--- src/hdl/m2inv_pkg.sv ---
// Shared types, constants, rounding and lzc helpers for the 2x2 matrix inverse core.
package m2inv_pkg;

  // Unpacked single-precision value: unbiased exponent, 24-bit mantissa with hidden bit.
  typedef struct packed {
    logic              sgn;
    logic              zero;
    logic signed [8:0] exp;
    logic [23:0]       man;
  } fp_t;

  // The four matrix elements in column-major order.
  typedef fp_t [3:0] quad_t;

  localparam logic [31:0] CanonNan   = 32'h7FC0_0000;
  localparam logic [7:0]  ExpBias    = 8'd127;
  localparam logic [23:0] ManOne     = 24'h80_0000;
  localparam logic [25:0] RcpInit    = 26'h100_0000;
  localparam int          RcpStages  = 25;

  // Round to nearest even; a carry out of the mantissa bumps the exponent.
  function automatic fp_t fp_round(logic sgn, logic signed [8:0] exp, logic [23:0] man,
                                   logic grd, logic sticky);
    logic        up;
    logic [24:0] sum;
    fp_t         f;
    up     = grd & (sticky | man[0]);
    sum    = {1'b0, man} + {24'd0, up};
    f.sgn  = sgn;
    f.zero = 1'b0;
    if (sum[24]) begin
      f.man = sum[24:1];
      f.exp = exp + 9'sd1;
    end else begin
      f.man = sum[23:0];
      f.exp = exp;
    end
    return f;
  endfunction

  // Normalize and round a 48-bit mantissa product lying in [2^46, 2^48).
  function automatic fp_t fp_mul_norm(logic sgn, logic zero, logic signed [8:0] exp,
                                      logic [47:0] p);
    fp_t f;
    if (p[47]) begin
      f = fp_round(sgn, exp + 9'sd1, p[47:24], p[23], |p[22:0]);
    end else begin
      f = fp_round(sgn, exp, p[46:23], p[22], |p[21:0]);
    end
    f.zero = zero;
    return f;
  endfunction

  // Leading zero count of a 32-bit word; 32 for zero.
  function automatic logic [5:0] lzc32(logic [31:0] v);
    logic [5:0] n;
    n = 6'd32;
    for (int i = 0; i < 32; i++) begin
      if (v[i]) n = 6'(31 - i);
    end
    return n;
  endfunction

  // Leading zero count of a 64-bit word; 64 for zero.
  function automatic logic [6:0] lzc64(logic [63:0] v);
    logic [6:0] n;
    n = 7'd64;
    for (int i = 0; i < 64; i++) begin
      if (v[i]) n = 7'(63 - i);
    end
    return n;
  endfunction

endpackage

--- src/hdl/m2inv_cvt.sv ---
// Integer to single-precision conversion of the four matrix elements, two stages.
module m2inv_cvt (
  input  logic                clk,
  input  logic                rst_n,
  input  logic                vld_i,
  input  logic signed [31:0]  e0_i,
  input  logic signed [31:0]  e1_i,
  input  logic signed [31:0]  e2_i,
  input  logic signed [31:0]  e3_i,
  output logic                vld_o,
  output m2inv_pkg::quad_t    quad_o
);
  import m2inv_pkg::*;

  logic [31:0]       elem [4];
  logic [31:0]       mag  [4];
  logic [5:0]        lz   [4];
  logic [31:0]       norm_nxt [4];
  logic [31:0]       norm_r [4];
  logic signed [8:0] exp_r  [4];
  logic [3:0]        sgn_r, zero_r;
  logic              vld1_r, vld2_r;
  quad_t             quad_nxt, quad_r;

  assign elem[0] = e0_i;
  assign elem[1] = e1_i;
  assign elem[2] = e2_i;
  assign elem[3] = e3_i;

  // Stage 1: magnitude, leading zero count and left alignment.
  always_comb begin
    for (int i = 0; i < 4; i++) begin
      mag[i]      = elem[i][31] ? (~elem[i] + 32'd1) : elem[i];
      lz[i]       = lzc32(mag[i]);
      norm_nxt[i] = mag[i] << lz[i][4:0];
    end
  end

  always_ff @(posedge clk) begin
    if (!rst_n) begin
      vld1_r <= 1'b0;
    end else begin
      vld1_r <= vld_i;
    end
    for (int i = 0; i < 4; i++) begin
      norm_r[i] <= norm_nxt[i];
      exp_r[i]  <= 9'sd31 - $signed({3'b000, lz[i]});
      sgn_r[i]  <= elem[i][31];
      zero_r[i] <= (mag[i] == 32'd0);
    end
  end

  // Stage 2: round the top 24 bits to nearest even.
  always_comb begin
    for (int i = 0; i < 4; i++) begin
      quad_nxt[i]      = fp_round(sgn_r[i], exp_r[i], norm_r[i][31:8], norm_r[i][7],
                                  |norm_r[i][6:0]);
      quad_nxt[i].zero = zero_r[i];
    end
  end

  always_ff @(posedge clk) begin
    if (!rst_n) begin
      vld2_r <= 1'b0;
    end else begin
      vld2_r <= vld1_r;
    end
    quad_r <= quad_nxt;
  end

  assign vld_o  = vld2_r;
  assign quad_o = quad_r;

endmodule

--- config.mk ---
export PLATFORM = sky130hd
export DESIGN_NAME = m2inv_cvt
export DESIGN_NICKNAME = d
export VERILOG_FILES = /design/src/hdl/m2inv_pkg.sv /design/src/hdl/m2inv_cvt.sv
export SDC_FILE = /design/constraint.sdc
export NUM_CORES = 1
export LEC_CHECK = 0
export BUFFER_PORTS_ARGS = -buffer_cell sky130_fd_sc_hd__buf_4
export CORE_ASPECT_RATIO = 1.2
export CORE_UTILIZATION = 46
export DETAILED_ROUTE_END_ITERATION = 8
export PLACE_DENSITY = 0.74
export SLEW_MARGIN = 20
export SYNTH_ARGS = -nofsm -noshare
export SYNTH_HDL_FRONTEND = slang
export SYNTH_SLANG_ARGS = --single-unit
--- constraint.sdc ---
create_clock -name clk -period 6.9 [get_ports clk]
set_clock_uncertainty 0.15 [all_clocks]
set_input_delay 0.69 -clock clk [delete_from_list [all_inputs] [get_ports clk]]
set_output_delay 0.69 -clock clk [all_outputs]
set_load 0.02 [all_outputs]
Word level (Yosys, flattened, before mapping). Memory sizes are Yosys's and may differ from the RTL's. Index checks and enable logic that the tools add are counted.

Multiplexer cells: 136. Add/sub/neg operators: 16. Bitwise logic cells: 12. Shifts and indexed selects: 4. Reductions and logical operators: 8.

Operators with widths (count): $mux 6 (128); $mux 33 (4); $add 32x1->32 const B (4); $logic_not 32->1 (4); $mux 32 (4); $not 32->32 (4); $shl 32x5->32 (4); $add 24x1->25 (4); $add 9x2->9 const B (4); $reduce_or 7->1 (4); $sub 5x6->7 const A (4); $and 1x1->1 (4); $or 1x1->1 (4).

Memories kept: 2. Logic and storage cells: 202. Bits in registers: 150. RAM bits: 164.

Memories: norm_r (words 4, width 32, read ports 4, clocked after Yosys merged registers in 0, write ports 4, RTL line m2inv_cvt.sv:19) `logic [31:0] norm_r [4];`; exp_r (words 4, width 9, read ports 4, clocked after Yosys merged registers in 0, write ports 4, RTL line m2inv_cvt.sv:20) `logic signed [8:0] exp_r [4];`.

Depth between registers and ports, before layout.
Depth after elaboration: 36. Mapped depth: 20. Depth with buffers taken out: 16.

Worst setup path after synthesis. OpenSTA, ideal clock, no wires.

Kind: input to register. Start: input e2_i[0]. End: memory norm_r[2][14]. Stages on the path: 17. Required time: 6.692 ns. Data arrival time: 4.748 ns. Path buffers: 3. Setup slack: 1.944 ns. Cells stage by stage: clkbuf_1 > inv_1 > ha_1 > or4b_1 > clkbuf_1 > or3_1 > buf_2 > o31ai_2 > xor2_1 > nand3_1 > a311oi_1 > a2111oi_2 > o41ai_4 > mux4_2 > mux2i_1 > and2_1 > o21a_1.

RTL lines: start: declaration (RTL line m2inv_cvt.sv:8) `input logic signed [31:0] e2_i,`; end: declaration (RTL line m2inv_cvt.sv:19).

==> impl_metrics.tcl <==
set metrics [dict create \
    cp-startpoint "e0_i[0]" \
    yosysWarnings 0 \
    seq_power_share_pct 35.0 \
    first_global_vias 22100 \
    grt_usage_pct 26.1 \
    crit_path_end_kind "register" \
    slew_headroom_pct 34.3 \
    holdWs_ps 176 \
    ir_drop_mv 0.210 \
    ys_seq_elements 302 \
    cts.htree.levels 2 \
    critPathLaunchType "input pin" \
    insertion_delay_ps 540 \
    final_common_cell "buf_4" \
    cts_max_path_buffers 3 \
    io_buffers 271 \
    fp.dieH_um 254 \
    rsz0062_at_grt "false" \
    p_int_w 0.00424 \
    layout.nets 3398 \
    synth_edf_count 0 \
    finalWirelength_um 73500 \
    pwr-share-clk_pct 26.8 \
    firstDrtPassIters 6 \
    ant_nets 0 \
    cp_max_fo 19 \
    gp_congestion 0.977 \
    min_period_ps 5580 \
    fin_crit_sh_pct 80.8 \
    drc_errors 0 \
    r2r-end "quad_o[134]" \
    ys_seq_area_share_pct 24.7 \
    ios 272 \
    maxCapViolations 0 \
    utilization_pct 53.2 \
    syn_area_sq_um 24400 \
    cts_buffers 34 \
    vias 24400 \
    cellPowerDensity_nw_per_um2 242 \
    cts_root_buf "clkbuf_16" \
    wl_per_cell_um 18.4 \
    routed_via_density 6.11 \
    num_antenna_cells 0 \
    drt_iter0_drc 1925 \
    clk_pin_slew_ps 60 \
    grt_pass1_wl_um 115000 \
    leakagePower_nw 11.0 \
    regToRegSetupSlack_ps 3520 \
    cts_tree "built" \
    avgSynthCellArea_sq_um 7.81 \
    synth.distinct_cells 108 \
    cts_resized 0 \
    dpl.cell_count 3924 \
    dp_hpwl_um 56800 \
    setup_slack_ps 1320 \
    synth_cells 3127 \
    start_util_pct 46.5 \
    cts_setup_buffers 0 \
    required_ps 7160 \
    cts.sinks 302 \
    overflow 0 \
    fp.dieArea_sq_um 54000 \
    post-place-ws_ps 851 \
    drv_slew 0 \
    hold_violations 0 \
    crit_end "norm_r[0][19]" \
    fillerInstances 5109 \
    hold_class "register to register" \
    area.growth.synth_to_final_pct 14.3 \
    asyncSetResetFlopFracSynth_pct 0 \
    die_w_um 212 \
    core-area_sq_um 52500 \
    grt_antenna_before_repair 0 \
    holdPathStages 0 \
    ys.flop_type "dfxtp_1" \
    status "finished clean" \
    worst_pin_slew_ps 981 \
    fin_cells 3986 \
    netSwitchingFraction_pct 37.2 \
    std_cell_rows 92 \
    combPwrFrac_pct 38.3 \
    setup_viol 0 \
    fmax_ghz 0.179 \
    r2r-start "norm_r[3][8]" \
    r2r_cells 10 \
    crit_type "input pin to register" \
    holdBufCountCts 0 \
    final_cell_mix "329 x buf_4, 302 x dfxtp_1, 283 x nand2_1, 282 x nor2_1, 217 x mux2i_1" \
    final.setup.tns_ps 0 \
    worstPathArrival_ps 5840 \
    power_switching_w 0.00251 \
    grt_max_degree 71 \
    layout-drive-gt1-share_pct 17.2 \
]
==> through the flow <==
stage,area [sq um],total power (W)
floorplan,24400,0.00408
global placement,26800,0.00492
detailed placement,26800,0.00494
CTS,27900,0.00677
global route,27900,0.00711
finish,27900,0.00675
==> per-layer routing <==
layer / up-vias / routed length, um / global-route usage (%)
met5: - / 0 / 0
met4: 0 / 3070 / 11.4
met3: 181 / 4370 / 3.28
met2: 993 / 35900 / 46.0
met1: 11300 / 30100 / 31.5
li1: 11800 / - / -
==> cells in the mapped netlist, types with 42 or more instances <==
cell      count  share of area (%)
nand2b_1     45                1.2
o21ai_0     127                2.6
mux2_2       70                3.2
buf_2        70                1.4
nor3_1       98                2.0
xnor2_1     122                4.4
mux2i_1     217                8.9
nor4_1       48                1.2
dfxtp_1     302                 25
xor2_1      118                4.2
inv_1        60               0.92
nand3_1     132                2.7
nor2_1      282                4.3
nand2_1     283                4.3
clkbuf_1    136                2.1
and2_1       44                1.1
a21oi_1     107                2.2
o211ai_1     42                1.3
==> sequential cells by signal, indices dropped and copies added, names as in the netlist <==
name    count
exp_r      24
norm_r    128
quad_o    140
sgn_r       4
vld1_r      1
vld_o       1
zero_r      4
==> worst max-delay path, cell delays in order <==
cell	delay (ps)
buf_4	160
inv_1	170
ha_1	320
nor3b_1	520
nand4_1	460
o31ai_1	490
xnor2_1	220
nand3_1	180
a211oi_4	230
buf_4	260
o21ai_2	120
a21oi_2	510
inv_2	300
mux2i_1	240
mux2_2	350
o2111a_1	240
or3_1	360
==> cell families (layout without fill, tap and decap cells) <==
family,after synthesis,count (layout),synth area share (%)
adders and majority gates,12,12,0.615
xor gates and xnor gates,241,241,8.67
muxes,290,290,12.4
DFF,302,302,24.7
and+or+nand+nor,1196,1196,24.6
other,1,4,0.0153
buffers and inverters,308,459,5.46
AOI/OAI and AO/OA,777,777,23.5
==> worst min path at each step <==
stage	startpoint	endpoint	slack [ps]
global route	vld_i	vld1_r	180
global placement	zero_r[0]	quad_o[33]	160
finish	sgn_r[3]	quad_o[139]	180
detailed placement	sgn_r[3]	quad_o[139]	160
floorplan	zero_r[2]	quad_o[103]	160
CTS	sgn_r[3]	quad_o[139]	180
==> layout make-up <==
cell class                      instances  area (sq um)  share of cell area (%)
Clock buffer                           44           918                    3.29
Clock inverter                         18           224                   0.802
Inverter                               68           255                   0.914
Multi-Input combinational cell       2520         17100                    61.4
Sequential cell                       302          6050                    21.6
Tap cell                              705           882                    3.16
Timing Repair Buffer                  329          2470                    8.84
==> power by group through the flow <==
stage / registers [W] / logic, W / clock network, W
after floorplan: 0.00257 / 0.00151 / 0
after global placement: 0.00239 / 0.00253 / 0
after detailed placement: 0.00240 / 0.00254 / 0
after CTS: 0.00236 / 0.00255 / 0.00185
after global routing: 0.00240 / 0.00279 / 0.00192
final: 0.00236 / 0.00258 / 0.00181
(Power assumes the default switching activity.)
